### src/rtl/circ_pkg.sv
// ----------------------------------------------------------------------------
// Circumcircle package
// Shared widths, constants and item types for the circumcircle pipeline.
// ----------------------------------------------------------------------------
package circ_pkg;

  localparam int COORD_BITS           = 12;
  localparam int RADIUS_FRAC_BITS_DEF = 4;
  localparam int CENTER_FRAC          = 8;
  localparam int CENTER_W             = 16;
  localparam int RADIUS_W             = 28;

  localparam int DIFF_W   = COORD_BITS + 1;
  localparam int SQ_W     = 2 * COORD_BITS;
  localparam int SUMSQ_W  = SQ_W + 1;
  localparam int BB_W     = SUMSQ_W + 1;
  localparam int DPROD_W  = 2 * DIFF_W;
  localparam int DET_W    = DPROD_W + 1;
  localparam int NPROD_W  = BB_W + DIFF_W;
  localparam int NUM_W    = NPROD_W + 1;
  localparam int DEN_W    = DET_W;
  localparam int MAG_W    = NUM_W;
  localparam int QUO_W    = MAG_W + CENTER_FRAC;
  localparam int QW1      = QUO_W + 1;
  localparam int AX_W     = QUO_W + 2;

  localparam int SQRT_TOP_BIT = 36;
  localparam int HALF_W       = SQRT_TOP_BIT / 2;
  localparam int ROOT_W       = SQRT_TOP_BIT + 1;
  localparam int RAD_SQ_W     = 2 * ROOT_W;
  localparam int REM_W        = ROOT_W + 2;

  localparam logic [RADIUS_W-1:0] RADIUS_MAX = '1;

  typedef struct packed {
    logic [COORD_BITS-1:0] first_x;
    logic [COORD_BITS-1:0] first_y;
    logic [COORD_BITS-1:0] second_x;
    logic [COORD_BITS-1:0] second_y;
    logic [COORD_BITS-1:0] third_x;
    logic [COORD_BITS-1:0] third_y;
  } in_item_t;

  typedef struct packed {
    logic signed [CENTER_W-1:0] center_x;
    logic signed [CENTER_W-1:0] center_y;
    logic [RADIUS_W-1:0]        radius_fixed;
    logic                       degenerate;
  } out_item_t;

  typedef struct packed {
    logic                        deg;
    logic [1:0]                  neg;
    logic [DEN_W-1:0]            den;
    logic [1:0][COORD_BITS-1:0]  pnt;
  } div_side_t;

  typedef struct packed {
    logic                       deg;
    logic                       rsat;
    logic signed [CENTER_W-1:0] cx;
    logic signed [CENTER_W-1:0] cy;
  } sq_side_t;

endpackage

### src/rtl/circ_sqrt_cell.sv
// ----------------------------------------------------------------------------
// Circumcircle square root cell
// One digit-by-digit square root step: one root bit per cell.
// ----------------------------------------------------------------------------
module circ_sqrt_cell (
  input  logic                           clk,
  input  logic                           en,
  input  logic [circ_pkg::RAD_SQ_W-1:0]  rad_in,
  input  logic [circ_pkg::REM_W-1:0]     rem_in,
  input  logic [circ_pkg::ROOT_W-1:0]    root_in,
  output logic [circ_pkg::RAD_SQ_W-1:0]  rad_out,
  output logic [circ_pkg::REM_W-1:0]     rem_out,
  output logic [circ_pkg::ROOT_W-1:0]    root_out
);
  import circ_pkg::*;

  logic [REM_W+1:0]    part;
  logic [REM_W+1:0]    trial;
  logic [REM_W+1:0]    diff;
  logic                ge;
  logic [RAD_SQ_W-1:0] rad_r;
  logic [REM_W-1:0]    rem_r;
  logic [ROOT_W-1:0]   root_r;

  assign part  = {rem_in, rad_in[RAD_SQ_W-1 -: 2]};
  assign trial = (REM_W + 2)'({root_in, 2'b01});
  assign ge    = (part >= trial);
  assign diff  = part - trial;

  always_ff @(posedge clk) begin
    if (en) begin
      rad_r  <= {rad_in[RAD_SQ_W-3:0], 2'b00};
      rem_r  <= ge ? diff[REM_W-1:0] : part[REM_W-1:0];
      root_r <= {root_in[ROOT_W-2:0], ge};
    end
  end

  assign rad_out  = rad_r;
  assign rem_out  = rem_r;
  assign root_out = root_r;

endmodule

### config.mk
export PLATFORM = sky130hd
export DESIGN_NAME = circ_sqrt_cell
export DESIGN_NICKNAME = d
export VERILOG_FILES = /design/src/rtl/circ_pkg.sv /design/src/rtl/circ_sqrt_cell.sv
export SDC_FILE = /design/constraint.sdc
export NUM_CORES = 1
export LEC_CHECK = 0
export BUFFER_PORTS_ARGS = -buffer_cell sky130_fd_sc_hd__buf_2
export CAP_MARGIN = 20
export CORE_ASPECT_RATIO = 0.7
export CORE_MARGIN = 2
export CORE_UTILIZATION = 40
export CTS_BUF_LIST = sky130_fd_sc_hd__clkbuf_4
export DETAILED_ROUTE_END_ITERATION = 12
export PLACE_DENSITY_LB_ADDON = 0.05
export SETUP_SLACK_MARGIN = 0.4
export SLEW_MARGIN = 40
export SYNTH_ARGS = -nofsm -noshare
export SYNTH_HDL_FRONTEND = slang
export SYNTH_SLANG_ARGS = --single-unit
### constraint.sdc
create_clock -name clk -period 8.71 [get_ports clk]
set_input_delay 2.613 -clock clk [delete_from_list [all_inputs] [get_ports clk]]
set_output_delay 2.613 -clock clk [all_outputs]
set_load 0.01 [all_outputs]
After elaboration in Yosys (flattened, before gate mapping)
Cells that the tools add are included.

word-level totals
  input bits = 152
  register bits = 148
  word-level logic and storage cells = 6

cells by class
  magnitude comparators = 1
  multiplexer cells = 1
  add/sub/neg operators = 1

operators by type and width
  cell                                                            count
  41-bit by 39-bit greater-or-equal comparator with 1-bit output  1
  39-bit 2-to-1 mux                                               1
  39-bit subtractor                                               1

Longest topological paths before layout
  word-level depth = 2
  depth in mapped cells = 12
  mapped depth without buffers = 10

Worst setup path after synthesis
OpenSTA, ideal clock, no wires.

  path type = input to register
  from = input root_in[1] (netlist bit)
  to = register rem_r[10] (netlist: rem_out[10]), data pin
  stages on the path = 12
  data required time = 8450 ps
  path slack = 3596 ps
  arrival time = 4854 ps
  cell sequence = inv_1 ha_1 buf_2 o211ai_1 a21oi_2 o31ai_2 a31oi_4 a21boi_2 or4_4 o21ai_4 buf_12 mux2_4

between the ends
  cells in the longest elaborated chain, start to end = 2

RTL lines
  element                                                                                              line                                        source
  start, declared                                                                                      circ_sqrt_cell.sv:10                        input logic [circ_pkg::ROOT_W-1:0] root_in,
  39-bit subtractor or 41-bit by 39-bit greater-or-equal comparator with 1-bit output (tied branches)  circ_sqrt_cell.sv:28, circ_sqrt_cell.sv:27
  39-bit 2-to-1 mux (*)                                                                                circ_sqrt_cell.sv:33                        rem_r <= ge ? diff[REM_W-1:0] : part[REM_W-1:0];
  end signal, assigned                                                                                 circ_sqrt_cell.sv:33
  end, declared                                                                                        circ_sqrt_cell.sv:22                        logic [REM_W-1:0] rem_r;

Mark *: on every way between the ends. The rest lies on a longest branch, timed or not.
A chain may end at the register's enable or synchronous reset.

Worst setup path in the final report
  from = input root_in[3] (netlist bit)
  to = register rem_r[17] (netlist: rem_out[17]), data pin

Same word-level chain as after synthesis.

==> out/metrics.cfg <==
[place]
place_congestion=0.833
place_area_um2=9100
port-buffer-count=299
place_ws_ps=2540
place_hpwl_um=14700

[critical_path]
arrival_ps=5880
cp_max_fo=24
end_kind=flop
path_class=in -> reg
start_kind=input port
worst_ep_required_time_ps=9010

[floorplan]
die_h_um=118
die_area_um2=19700
fp.dieW_um=167
start_util=0.410
ios=302
core_um2=18100
std_cell_rows=41

[timing]
whs_ps=2220
hold_viol_final=0
fin_crit_ps=5580
worst_slack_ps=3130
period_share=0.641
fmax_mhz=179
setup_violations=0
relSlewSlack=0.469
rsz0062_at_grt=false
slew_viol_final=0
setup_tns_ps=0
tightest_slew_ps=797

[logic_synthesis]
synth_fa_ha_area_frac=0.0658
seq_area_frac_synth=0.599
synth_most_common_cell=edfxtp_1
synth_cell_type_count=55
syn_area_um2=7420
synth_top_family_by_area=compound AO/OA/AOI/OAI gates
async_flop_share=0
synthTopCellsByArea=edfxtp_1 (60%), mux2_4 (7.3%), ha_1 (6.6%)
synth_flop_cell=edfxtp_1
ys_seq_elements=148
synth_compound_area_frac=0.112
ys_top_cells_by_count=edfxtp_1 (148), inv_1 (45), a21oi_1 (40)
synth_xor_area_frac=0.0425
synthSimpleGateAreaFrac=0.0636
yosys_warnings=0
synthMuxAreaShare=0.0756
syn_avg_cell_area_um2=13.7
synth_top_area_frac=0.599
synth_edf_count=148
synth_area_leader_cell=edfxtp_1
netlist_instances=543

[min_path]
holdCritPathClass=in -> reg

[route]
vias=5397
first_pass_iters=4
routedWlPerCell_um=17.3
drc=0
ant_nets=0
via_per_inst=4.92
drt_iter0_markers=361
drt-total-wl_um=19000

[global_routing]
grt-ovfl-total=0
antenna_found_initial=1
grt_usage=0.193
grt_pass1_wl_um=29700
grt_pass1_vias=5461
grt_max_degree=87

[clocking]
clk_pin_slew_ps=160
cts_setup_buffers=0
cts_root_buf=clkbuf_4
clk_path_buf_depth=2
ctsResizeCount=0
cts_buffers=17
h-tree-depth=4
cts_sinks=148
cts_tree=yes
cts_hold_buf=0

[layout]
finish.utilization=0.518
antenna_cells=0
drive_gt1_frac=0.438
fin_area_um2=9370
nets=1039
area_delta_synth_final_pct=26.4

[run_status]
outcome=completed

[job]
drv_cap=0

[power]
p_leak_uw=0.00428
peakVddDrop_mv=0.0695
p_per_area_nw_per_um2=185

## per-stage QoR
step,total power (uW),instances
after detailed placement,1330,1065
after CTS,1750,1097
after global placement,1330,1065
final,1730,1097
after floorplan,1170,544
after global routing,1830,1097
## per-layer routing
layer,share of wire,vias up,track usage
li1,-,2655,-
met1,0.46,2539,0.260
met2,0.46,187,0.307
met3,0.063,14,0.0578
met4,0.0084,2,0.0474
met5,0.00069,-,0
## final timing paths
| kind | startpoint | end | slack [ps] | depth (start not counted) |
|---|---|---|---|---|
| worst max-delay path | root_in[3] | rem_out[17] | 3130 | 12 |
| worst min-delay path | rad_in[63] | rad_out[65] | 2220 | 1 |
## area by class of cell
| type | count | area (um^2) |
|---|---|---|
| Multi-Input combinational cell | 335 | 2670 |
| Fill cell | 1654 | 8730 |
| Clock inverter | 14 | 136 |
| Sequential cell | 148 | 4440 |
| Tap cell | 236 | 295 |
| Clock buffer | 18 | 135 |
| Inverter | 45 | 169 |
| Timing Repair Buffer | 301 | 1520 |
## critical path, stage by stage
cell	delay, ps
buf_2	90
inv_1	40
ha_1	390
nand4_1	220
a21oi_2	220
o31ai_2	150
a31oi_4	320
a21boi_2	120
or4_4	520
o21ai_4	290
buf_4	550
mux2_4	350
## state kept, by name, summed over array words and instances (netlist names)
name      count
rad_out      72
rem_out      39
root_out     37
## cells in the final DEF (no fill, tap or decap), drive strengths merged, types with 8 or more instances in the layout
master,instances
inv,53
xnor2,24
nor2,20
nand2,29
ha,39
xor2,12
a21o,14
buf,301
a21oi,41
o21ai,20
edfxtp,148
nor3,9
mux2,36
clkbuf,18
a31oi,8
## report_power, final
part           switching (uW)  internal [uW]  total [uW]  leakage (uW)
Clock                     288            130         418      0.000141
Combinational             223            199         422       0.00269
Sequential               18.3            872         891       0.00145
Total                     529           1200        1730       0.00428
## cell families after synthesis
kind of cell | after synthesis
adder cells (fa/ha/maj) | 39
AND/OR/NAND/NOR | 97
other | 1
buffers and inverters | 61
multiplexers | 38
AO/OA/AOI/OAI | 123
XOR/XNOR | 36
flip-flops | 148
No activity file was read; power rests on OpenSTA's default activity.
