### config.mk
export PLATFORM = sky130hd
export DESIGN_NAME = circ_div_cell
export DESIGN_NICKNAME = d
export VERILOG_FILES = /design/src/rtl/circ_pkg.sv /design/src/rtl/circ_div_cell.sv
export SDC_FILE = /design/constraint.sdc
export NUM_CORES = 1
export LEC_CHECK = 0
export BUFFER_PORTS_ARGS = -buffer_cell sky130_fd_sc_hd__buf_2
export CORE_ASPECT_RATIO = 0.6
export CORE_MARGIN = 2
export CORE_UTILIZATION = 40
export CTS_CLUSTER_SIZE = 40
export DETAILED_ROUTE_END_ITERATION = 8
export HOLD_SLACK_MARGIN = 0.08
export PLACE_DENSITY = 0.77
export SLEW_MARGIN = 20
export SYNTH_ARGS = -nofsm -noshare
export SYNTH_HDL_FRONTEND = slang
export SYNTH_SLANG_ARGS = --single-unit
### constraint.sdc
create_clock -name clk -period 4.4 [get_ports clk]
set_clock_uncertainty 0.2 [all_clocks]
set_input_delay 1.1 -clock clk [delete_from_list [all_inputs] [get_ports clk]]
set_output_delay 1.1 -clock clk [all_outputs]
set_load 0.01 [all_outputs]
### src/rtl/circ_pkg.sv
// ----------------------------------------------------------------------------
// Circumcircle package
// Shared widths, constants and item types for the circumcircle pipeline.
// ----------------------------------------------------------------------------
package circ_pkg;

  localparam int COORD_BITS           = 12;
  localparam int RADIUS_FRAC_BITS_DEF = 4;
  localparam int CENTER_FRAC          = 8;
  localparam int CENTER_W             = 16;
  localparam int RADIUS_W             = 28;

  localparam int DIFF_W   = COORD_BITS + 1;
  localparam int SQ_W     = 2 * COORD_BITS;
  localparam int SUMSQ_W  = SQ_W + 1;
  localparam int BB_W     = SUMSQ_W + 1;
  localparam int DPROD_W  = 2 * DIFF_W;
  localparam int DET_W    = DPROD_W + 1;
  localparam int NPROD_W  = BB_W + DIFF_W;
  localparam int NUM_W    = NPROD_W + 1;
  localparam int DEN_W    = DET_W;
  localparam int MAG_W    = NUM_W;
  localparam int QUO_W    = MAG_W + CENTER_FRAC;
  localparam int QW1      = QUO_W + 1;
  localparam int AX_W     = QUO_W + 2;

  localparam int SQRT_TOP_BIT = 36;
  localparam int HALF_W       = SQRT_TOP_BIT / 2;
  localparam int ROOT_W       = SQRT_TOP_BIT + 1;
  localparam int RAD_SQ_W     = 2 * ROOT_W;
  localparam int REM_W        = ROOT_W + 2;

  localparam logic [RADIUS_W-1:0] RADIUS_MAX = '1;

  typedef struct packed {
    logic [COORD_BITS-1:0] first_x;
    logic [COORD_BITS-1:0] first_y;
    logic [COORD_BITS-1:0] second_x;
    logic [COORD_BITS-1:0] second_y;
    logic [COORD_BITS-1:0] third_x;
    logic [COORD_BITS-1:0] third_y;
  } in_item_t;

  typedef struct packed {
    logic signed [CENTER_W-1:0] center_x;
    logic signed [CENTER_W-1:0] center_y;
    logic [RADIUS_W-1:0]        radius_fixed;
    logic                       degenerate;
  } out_item_t;

  typedef struct packed {
    logic                        deg;
    logic [1:0]                  neg;
    logic [DEN_W-1:0]            den;
    logic [1:0][COORD_BITS-1:0]  pnt;
  } div_side_t;

  typedef struct packed {
    logic                       deg;
    logic                       rsat;
    logic signed [CENTER_W-1:0] cx;
    logic signed [CENTER_W-1:0] cy;
  } sq_side_t;

endpackage

### src/rtl/circ_div_cell.sv
// ----------------------------------------------------------------------------
// Circumcircle divider cell
// One restoring division step: one quotient bit per cell.
// ----------------------------------------------------------------------------
module circ_div_cell (
  input  logic                        clk,
  input  logic                        en,
  input  logic [circ_pkg::DEN_W-1:0]  den,
  input  logic [circ_pkg::DEN_W-1:0]  rem_in,
  input  logic [circ_pkg::QUO_W-1:0]  nq_in,
  output logic [circ_pkg::DEN_W-1:0]  rem_out,
  output logic [circ_pkg::QUO_W-1:0]  nq_out
);
  import circ_pkg::*;

  logic [DEN_W:0]   trial;
  logic [DEN_W:0]   diff;
  logic             ge;
  logic [DEN_W-1:0] rem_r, rem_nxt;
  logic [QUO_W-1:0] nq_r, nq_nxt;

  assign trial   = {rem_in, nq_in[QUO_W-1]};
  assign ge      = (trial >= {1'b0, den});
  assign diff    = trial - {1'b0, den};
  assign rem_nxt = ge ? diff[DEN_W-1:0] : trial[DEN_W-1:0];
  assign nq_nxt  = {nq_in[QUO_W-2:0], ge};

  always_ff @(posedge clk) begin
    if (en) begin
      rem_r <= rem_nxt;
      nq_r  <= nq_nxt;
    end
  end

  assign rem_out = rem_r;
  assign nq_out  = nq_r;

endmodule

Yosys cells after proc, flatten, opt, wreduce, memory -nomap -nowiden --
Cells that the tools add are included.
Storage, ports and cells: output and inout bits 75, register bits 75
Operators by class: magnitude comparators 1, multiplexer cells 1, $add $sub $neg 1
Operators with widths (count):
- 28-bit by 27-bit >= comparator with 1-bit output | 1
- 27-bit 2-to-1 mux | 1
- 27-bit subtractor | 1

Longest topological paths before layout --
Gate-level depths: netlist of run 1.
depth in word-level cells 2, depth in mapped cells 13, gate-level depth less buffers 12

Least setup slack after synthesis of run 1 --
Ideal clock, no wire load.
kind input to register, start point input nq_in[47] in the netlist's numbering, end point register rem_r[10], in the netlist rem_out[10] (data pin), data required time 3.940 ns, path slack 0.483 ns, cell stages on the path 13, library setup time 0.260 ns, arrival time 3.457 ns, cell sequence inv_1 -> ha_1 -> fa_1 -> nor2b_1 -> o2111ai_2 -> a31o_2 -> o21ai_2 -> o21ai_2 -> a21oi_2 -> o31ai_4 -> inv_4 -> buf_6 -> mux2_4
On the way: word-level cells in the longest chain between the ends 2
RTL lines:
- start, declared | line circ_div_cell.sv:10 | input logic [circ_pkg::QUO_W-1:0] nq_in,
- 27-bit subtractor or 28-bit by 27-bit >= comparator with 1-bit output (tied branches) | line circ_div_cell.sv:24, circ_div_cell.sv:23
- 27-bit 2-to-1 mux * | line circ_div_cell.sv:25 | assign rem_nxt = ge ? diff[DEN_W-1:0] : trial[DEN_W-1:0];
- net rem_nxt[10] | line circ_div_cell.sv:19 | logic [DEN_W-1:0] rem_r, rem_nxt;
- end signal, assigned | line circ_div_cell.sv:30 | rem_r <= rem_nxt;
- end, declared | line circ_div_cell.sv:19
The timed path passes the listed nets; every way through them passes the cells marked *. A chain may end at the register's enable or synchronous reset.

Worst setup path after layout of run 1 --
start point input nq_in[47] in the netlist's numbering, end point register rem_r[7], in the netlist rem_out[7] (data pin)
Same word-level chain as after synthesis.

==> results of run 1 <==
==> cells by family after synthesis <==
kind of cell | Yosys count | synth area share (%)
AO/OA/AOI/OAI | 76 | 12.6
XOR/XNOR | 22 | 4.51
adder cells (fa/ha/maj) | 28 | 8.37
buffers and inverters | 40 | 4.10
flip-flops | 75 | 52.7
multiplexers | 28 | 8.72
AND/OR/NAND/NOR | 78 | 9.05
==> layer usage <==
metal	wire (microns)	global-route usage, %	vias up
li1	-	-	1663
met1	4830	23.9	1597
met2	4970	29.9	141
met3	1020	6.74	13
met4	116	4.97	0
met5	0	0	-
==> flip-flops by register name, summed over array words and instances (netlist names) <==
signal,cells
nq_out,48
rem_out,27
==> final timing paths <==
check / from / endpoint
setup / recovery: nq_in[47] / rem_out[7]$_DFFE_PP_
hold / removal: nq_in[8] / nq_out[9]$_DFFE_PP_
==> power breakdown <==
| part | total, mW | switching (mW) | internal (mW) |
|---|---|---|---|
| sequential | 0.906 | 0.0197 | 0.887 |
| combinational | 0.551 | 0.287 | 0.264 |
| clock | 0.781 | 0.286 | 0.495 |
==> cell type report <==
| cell class | count | area [sq um] |
|---|---|---|
| clock buffers | 9 | 225 |
| clock inverters | 6 | 91.3 |
| fillers | 915 | 4840 |
| inverters | 33 | 126 |
| multi-input cells | 232 | 1850 |
| flip-flops and latches | 75 | 2250 |
| well taps | 139 | 174 |
| repair buffers | 180 | 933 |
==> through the flow <==
step | power (mW) | cell area, sq um | hold WS, ns
floorplan | 1.27 | 4270 | 0.999
global placement | 1.45 | 5330 | 1.08
detailed placement | 1.47 | 5330 | 1.08
CTS | 2.26 | 5650 | 0.733
global route | 2.34 | 5650 | 0.729
finish | 2.24 | 5650 | 0.745
==> synthesized netlist by cell type, drive strengths merged (2+ instances only) <==
library cell	instances	share of area (%)
nor3	8	0.94
a211oi	3	0.53
o21a	5	0.88
nand2b	3	0.44
a21oi	24	3.0
and2	2	0.29
a31oi	3	0.44
mux2i	5	1.2
clkbuf	4	0.35
edfxtp	75	53
nor2b	5	0.73
mux2	23	7.6
nor4	2	0.29
o2111ai	3	0.76
nand4	4	0.59
nand2	20	1.8
buf	3	0.79
or3	2	0.29
o41ai	2	0.41
xnor2	15	3.1
inv	33	3.0
o21bai	2	0.35
nand3	8	0.94
nor2	17	1.6
o31ai	2	0.67
o21ai	10	1.3
a21o	14	2.5
ha	27	7.9
xor2	7	1.4
and3	3	0.44
==> layout by cell type, fill, tap and decap left out, types with 4 or more instances in the layout <==
cell type	Yosys	layout
mux2i_1	5	5
inv_1	32	32
clkbuf_16	0	9
o21a_1	5	5
ha_1	27	27
nand2_1	20	20
nor2_1	16	16
xor2_1	7	7
nand4_1	4	4
mux2_4	17	17
mux2_1	6	6
a21o_1	14	14
nand3_1	8	8
edfxtp_1	75	75
nor3_1	8	8
buf_2	0	177
nor2b_1	5	5
xnor2_1	15	15
o21ai_0	7	7
a21oi_1	22	22
==> critical path, stage by stage <==
cell and delay [ns]:
buf_2 0.09, inv_1 0.05, ha_1 0.20, fa_1 0.40, nor2b_1 0.20, o2111ai_2 0.19
a31o_2 0.31, o21ai_2 0.19, o21ai_2 0.09, a21oi_2 0.19, o31ai_4 0.13, inv_4 0.12
buf_12 0.16, mux2_1 0.35
==> results.md, run 1 <==
* Status: finished, final reports clean
* WHS Path Cells at 1
* Final WL at roughly 11,000 microns
* Final setup margin at 0.484 ns
* Synth Warn # at 0
* DR vias at 3,414
* Die X at 137 microns
* Worst Setup Path Type: primary input to flip-flop
* Grt ovf at 0
* Fmax at around 0.26 GHz
* Post-synth EDFFs at 75
* CTS tree: built
* Final Util at 53.9%
* Syn avg cell area at between 10 and 15 sq um
* Area of the die at 0.0116 sq mm
* Worst-Margin Slew at 0.964 ns
* Maximum fanout along the worst path at 15
* Drt wl/cell at 16.2 microns
* Final HPWL DP at ~8400 microns
* Leak Pwr at 2.63 nW
* Synth Flop Type: edfxtp_1
* Startpoint types: primary input
* Minimum clock period after layout at a little under 4 ns
* Postcts setup bufs at 0
* Chip Height at 84.1 microns
* Port bufs at 178
* Register bit total from synthesis at 75
* Slew Limit Fails at 0
* Clock slew at reported path FFs at about 0.060 ns
* Library cells used by synthesis at slightly above 50
* Cells after Synth at between 300 and 400
* Clk sink count at 75
* Clock Root Buffer: clkbuf_16
* First-pass GRT wire length at 16,500 microns
* Max_cap viols at 0
* Longest Clk Path Bufs at 2
* Inserted Clock Buffers at 9
* # nets final at ~660
* Sequential share of the synthesized area at 52.7%
* Vias in the first global route at 3,391
* Initial antenna violation count at 0
* # DRC at 0
* Dpl ws at approximately 0.13 ns
* Mapped Nets at 479
* Pwr dens at a little under 400 mW/mm^2
* Initial core utilization at 40.8%
* Count of final setup violators at 0
* Detail Route Antenna Nets at 0
* Largest net degree at the start of global routing at 76
* Async set-reset flop share out of synthesis at 0%
* H-tree depth at 3
* Worst Setup End Kind: flip-flop
* Layout cells sized above 1 at 41.5%
* Max IR drop VDD at 208 uV
* Layout area overhead at 32.2%
* Pre-Repair DR Iteration Count at 5
* Placer Congestion at 0.842
* RSZ-0062 raised after global routing: no
* Post-CTS sizing at 0
* DP Cell Count at roughly 660
* FP Rows at 29
* IO Pins at 179
* Vias per cell at between 5 and 6
* Hold Path Class: primary input to flip-flop
* Setup_tns at 0 ns
* Detailed Route Iter0 Violations at roughly 260
* Max_slew headroom at 35.7%
* Tot GR Track Use at 18.7%
* Fin cells at approximately 670
* Crit path required time at approximately 4.3 ns
* Final worst-path cycle share at 89.0%
* Core area at 0.0105 sq mm
* Mapped Area at ~0.0043 sq mm
* Diode count at 0
* Hold buffer count at cts at 0
* Crit path arrival time at 3.79 ns
* Final hold vios at 0
No activity file was read; power rests on OpenSTA's default activity.
==> run 2, diff against run 1 <==
--- a/config.mk
+++ b/config.mk
@@ -13,6 +13,7 @@
 export DETAILED_ROUTE_END_ITERATION = 8
 export HOLD_SLACK_MARGIN = 0.08
 export PLACE_DENSITY = 0.77
+export RECOVER_POWER = 50
 export SLEW_MARGIN = 20
 export SYNTH_ARGS = -nofsm -noshare
 export SYNTH_HDL_FRONTEND = slang
==> results.md, run 2 (synthesis gave the netlist of run 1 again) <==
* Status: finished, violations left
* Failing checks: max-capacitance violations, max-slew violations
* FP Rows at 29 (unchanged)
* Detail Route Antenna Nets at 0 (unchanged)
* Commonest non-fill, non-tap cell in the layout: buf_2
* Detailed Route Iter0 Violations at 281 (+8.9%)
* Drt wl/cell at 16.2 microns (about the same)
* Clock Root Buffer: clkbuf_16
* RSZ-0062 raised after global routing: no
* Max IR drop VDD at 209 uV (+0.49%)
* Minimum clock period after layout at 3.91 ns (-0.00250 ns)
* Clock slew at reported path FFs at 0.06 ns (about the same)
* Net Sw Frac at 26.6% (+0.097 points)
* Startpoint types: primary input
* Slew Limit Fails at 76 (+76)
* Post-CTS sizing at 0 (unchanged)
* Port bufs at 178 (unchanged)
* CTS tree: built
* Power share of the combinational group at 24.3% (-0.3 points)
* Crit path arrival time at 3.79 ns (about the same)
* Final worst-path cycle share at 88.9% (about the same)
* Hold Path Class: primary input to flip-flop
* Fillers at 927 (+1.3%)
* Chip Height at 84.1 microns (unchanged)
* DR vias at 3,402 (-0.35%)
* Clock power frac at 35.0% (about the same)
* Final WL at 10,900 microns (about the same)
* Layout area overhead at 31.1%
* Largest net degree at the start of global routing at 76 (unchanged)
* Leak Pwr at 2.54 nW (-3.5%)
* Grt ovf at 0 (unchanged)
* Longest Clk Path Bufs at 2 (unchanged)
* # DRC at 0 (unchanged)
* Internal power at 1.64 mW (-0.44%)
* Placer Congestion at 0.842 (unchanged)
* Max FFs per register at 48 (unchanged)
* Grt met1 use at 23.9% (unchanged)
* Clk sink count at 75 (unchanged)
* Vias per cell at 5.05 (-0.35%)
* Most frequent cells in the layout: 144 x buf_2, 75 x edfxtp_1, 33 x clkbuf_1
* Max_cap viols at 1 (+1)
* Count of final setup violators at 0 (unchanged)
* Met3 Use GR at 6.74% (unchanged)
* Final HPWL DP at 8430 microns (unchanged)
* Diode count at 0 (unchanged)
* Setup_tns at 0 ns (unchanged)
* Worst-Margin Slew at 1.90 ns (+0.932 ns)
* Maximum fanout along the worst path at 15 (unchanged)
* Hold buffer count at cts at 0 (unchanged)
* Initial antenna violation count at 0 (unchanged)
* Most used routing layer: met2
* Inserted Clock Buffers at 9 (unchanged)
* NetSw at 0.592 mW (about the same)
* Core area at 0.0105 sq mm (unchanged)
* Vias in the first global route at 3,391 (unchanged)
* Fmax at 0.256 GHz (about the same)
* Final setup margin at 0.486 ns (+0.00249 ns)
* Dpl ws at 0.128 ns (unchanged)
* Crit path required time at 4.27 ns (about the same)
* # nets final at 663 (unchanged)
* Layout cells sized above 1 at 35.3% (-6.2 points)
* Max_slew headroom at -26.4% (-62 points)
* IO Pins at 179 (unchanged)
* Worst Setup End Kind: flip-flop
* Sequential share of power at 40.7% (+0.2 points)
* First-pass GRT wire length at 16,500 microns (unchanged)
* GR Util met2 at 29.9% (unchanged)
* Worst Setup Path Type: primary input to flip-flop
* Die X at 137 microns (unchanged)
* H-tree depth at 3 (unchanged)
* Initial core utilization at 40.8% (unchanged)
* Postcts setup bufs at 0 (unchanged)
* Area of the die at 0.0116 sq mm (unchanged)
* Final hold vios at 0 (unchanged)
* Pre-Repair DR Iteration Count at 5 (unchanged)
* Pwr dens at 398 mW/mm^2 (+0.47%)
* Tot GR Track Use at 18.7% (unchanged)
run 2: worst paths after layout:
kind,start,end,slack (ns),cells past startpoint
max,nq_in[47],rem_out[7]$_DFFE_PP_,0.49,14
min,nq_in[8],nq_out[9]$_DFFE_PP_,0.74,1
run 2: cell type report:
class                   instances  area [sq um]  area share [%]
clock inverters                 6          91.3            1.63
inverters                      33           126            2.25
multi-input cells             232          1850            32.9
flip-flops and latches         75          2250            40.2
clock buffers                   9           225            4.02
well taps                     139           174            3.10
repair buffers                180           890            15.9
run 2: per-stage QoR:
step | hold WS (ns) | std cells | utilization (%) | total power, mW | cell area, sq um
6_report | 0.745 | 674 | 53.5 | 2.23 | 5610
5_1_grt | 0.729 | 674 | 53.5 | 2.34 | 5610
4_1_cts | 0.733 | 674 | 53.9 | 2.26 | 5650
3_5_place_dp | 1.08 | 659 | 50.9 | 1.47 | 5330
3_3_place_gp | 1.08 | 659 | 50.9 | 1.45 | 5330
2_1_floorplan | 0.999 | 347 | - | 1.27 | 4270
run 2: worst max-delay path: stages:
cell and delay [ns]:
buf_2 0.09, inv_1 0.05, ha_1 0.20, fa_1 0.40, nor2b_1 0.20, o2111ai_2 0.19
a31o_2 0.31, o21ai_2 0.19, o21ai_2 0.09, a21oi_2 0.19, o31ai_4 0.13, inv_4 0.12
buf_12 0.16, mux2_1 0.35
run 2: per-layer routing:
metal	vias up	routed length [microns]
met3	13	1020
met4	0	113
met2	143	4950
li1	1661	-
met1	1585	4850
met5	-	0
run 2: power groups by stage:
stage | sequential [mW] | combinational (mW) | clock [mW]
6_report | 0.909 | 0.542 | 0.780
5_1_grt | 0.918 | 0.592 | 0.829
3_3_place_gp | 0.922 | 0.533 | 0
2_1_floorplan | 0.966 | 0.301 | 0
3_5_place_dp | 0.922 | 0.548 | 0
4_1_cts | 0.908 | 0.553 | 0.801
==> run 3, diff against run 2 <==
--- a/config.mk
+++ b/config.mk
@@ -7,14 +7,12 @@
 export LEC_CHECK = 0
 export BUFFER_PORTS_ARGS = -buffer_cell sky130_fd_sc_hd__buf_2
 export CORE_ASPECT_RATIO = 0.6
-export CORE_MARGIN = 2
 export CORE_UTILIZATION = 40
 export CTS_CLUSTER_SIZE = 40
 export DETAILED_ROUTE_END_ITERATION = 8
 export HOLD_SLACK_MARGIN = 0.08
 export PLACE_DENSITY = 0.77
 export RECOVER_POWER = 50
-export SLEW_MARGIN = 20
 export SYNTH_ARGS = -nofsm -noshare
 export SYNTH_HDL_FRONTEND = slang
 export SYNTH_SLANG_ARGS = --single-unit
==> results.md, run 3 (synthesis gave the netlist of run 1 again) <==
* Slew Limit Fails at 76 (unchanged)
* Final HPWL DP at 8200 microns (-2.7%)
* Clk sink count at 75 (unchanged)
* Failing checks: max-capacitance violations, max-slew violations
* Tot GR Track Use at 19.3% (+0.56 points)
* Detail Route Antenna Nets at 0 (unchanged)
* Largest net degree at the start of global routing at 76 (unchanged)
* Final WL at 10,500 microns (-3.8%)
* Pre-Repair DR Iteration Count at 4 (-1)
* Hold buffer count at cts at 0 (unchanged)
* Vias in the first global route at 3,195 (-5.8%)
* Minimum clock period after layout at 3.85 ns (-0.0627 ns)
* Fillers at 914 (-1.4%)
* First-pass GRT wire length at 16,000 microns (-3.4%)
* Vias per cell at 5.07 (+0.36%)
* RSZ-0062 raised after global routing: no
* # nets final at 663 (unchanged)
* Worst Setup End Kind: flip-flop
* Leak Pwr at 2.56 nW (+0.70%)
* Placer Congestion at 0.900 (+7.0%)
* Clock Root Buffer: clkbuf_16
* Count of final setup violators at 0 (unchanged)
* Area of the die at 0.0111 sq mm (-3.8%)
* Post-CTS sizing at 0 (unchanged)
* DR vias at 3,399 (-0.088%)
* Max IR drop VDD at 232 uV (+11%)
* Most frequent cells in the layout: 158 x buf_2, 75 x edfxtp_1, 32 x inv_1
* Inserted Clock Buffers at 9 (unchanged)
* Clock slew at reported path FFs at 0.06 ns (about the same)
* Pwr dens at 387 mW/mm^2 (-2.8%)
* Detailed Route Iter0 Violations at 193 (-31%)
* WHS Path Cells at 1 (unchanged)
* Min-delay src: nq_in[3]
* # DRC at 0 (unchanged)
* Startpoint types: primary input
* Worst-Margin Slew at 1.88 ns (-0.0108 ns)
* Core area at 0.0101 sq mm (-3.4%)
* Max_slew headroom at -25.6% (+0.72 points)
* Port bufs at 178 (unchanged)
* IO Pins at 179 (unchanged)
* Fin cells at 671 (-0.45%)
* Min Hold Slack at 0.731 ns (-0.0138 ns)
* Initial antenna violation count at 0 (unchanged)
* CTS tree: built
* Initial core utilization at 42.2% (+1.5 points)
* Final worst-path cycle share at 87.5% (-1.4 points)
* Commonest non-fill, non-tap cell in the layout: buf_2
* Worst Setup Path Type: primary input to flip-flop
* Drt wl/cell at 15.7 microns (-3.3%)
* Status: finished, violations left
* Fmax at 0.260 GHz (+1.6%)
* Hold Path Class: primary input to flip-flop
* Die X at 135 microns (-1.5%)
* DP Cell Count at 655 (-0.61%)
* Setup_tns at 0 ns (unchanged)
* H-tree depth at 3 (unchanged)
* Max_cap viols at 1 (unchanged)
* FP Rows at 28 (-3.4%)
* Chip Height at 82.1 microns (-2.4%)
* Crit path arrival time at 3.74 ns (-0.05 ns)
* Worst Hold End: nq_out[4]$_DFFE_PP_
* Grt ovf at 0 (unchanged)
* Crit path required time at 4.28 ns (about the same)
* Maximum fanout along the worst path at 13 (-2)
* Diode count at 0 (unchanged)
* Layout cells sized above 1 at 38.1% (+2.7 points)
* Total Power at 2.16 mW (-3.2%)
* Postcts setup bufs at 0 (unchanged)
* Longest Clk Path Bufs at 2 (unchanged)
* Layout area overhead at 30.6%
* Max FFs per register at 48 (unchanged)
* Final hold vios at 0 (unchanged)
run 3: cell types whose count changed in the layout (fill, tap and decap cells not counted), sizes merged:
cell	before	now
inv	33	37
bufinv	2	0
clkbuf	43	29
clkinvlp	0	2
clkinv	4	1
buf	146	160
run 3: per-stage QoR:
stage / util (%) / area [sq um] / worst slack, ns
after floorplan: - / 4270 / 0.483
after global placement: 52.6 / 5330 / 0.287
after detailed placement: 52.6 / 5330 / 0.202
after CTS: 55.4 / 5610 / 0.547
after global routing: 55.2 / 5580 / 0.408
final: 55.2 / 5580 / 0.549
run 3: critical path: stages:
cell       delay, ns
buf_2           0.08
inv_1           0.04
ha_1            0.20
fa_1            0.40
nor2b_1         0.20
o2111ai_2       0.17
a31o_2          0.30
o21ai_2         0.20
o21ai_2         0.09
a21oi_2         0.20
o31ai_4         0.13
inv_4           0.11
buf_12          0.16
mux2_1          0.34
run 3: per-layer routing:
layer  track usage, %  share of wire, %  vias to the layer above  wire length (microns)
li1                 -                 -                     1662                      -
met1             25.6                46                     1607                   4840
met2             30.3                46                      122                   4810
met3             6.23               7.5                        8                    789
met4             4.94              0.76                        0                     80
met5                0                 0                        -                      0
run 3: where the power goes:
part	switching [mW]	internal, mW
sequential	0.0199	0.888
combinational	0.284	0.259
clock	0.319	0.391
run 3: worst max path at each step:
stage | from | cells past startpoint | slack (ns) | end
2_1_floorplan | nq_in[47] | 13 | 0.48 | rem_out[10]$_DFFE_PP_
3_3_place_gp | nq_in[47] | 14 | 0.29 | rem_out[2]$_DFFE_PP_
3_5_place_dp | nq_in[47] | 14 | 0.20 | rem_out[7]$_DFFE_PP_
4_1_cts | nq_in[47] | 14 | 0.55 | rem_out[7]$_DFFE_PP_
5_1_grt | nq_in[47] | 14 | 0.41 | rem_out[7]$_DFFE_PP_
6_report | nq_in[47] | 14 | 0.55 | rem_out[7]$_DFFE_PP_
run 3: final cells by class:
| class | instances | area (sq um) | area share (%) |
|---|---|---|---|
| multi-input combinational | 232 | 1850 | 33.1 |
| clock buffer | 9 | 225 | 4.03 |
| inverter | 33 | 126 | 2.26 |
| clock inverter | 7 | 57.6 | 1.03 |
| sequential | 75 | 2250 | 40.3 |
| timing repair buffer | 180 | 907 | 16.2 |
| tap | 135 | 169 | 3.02 |
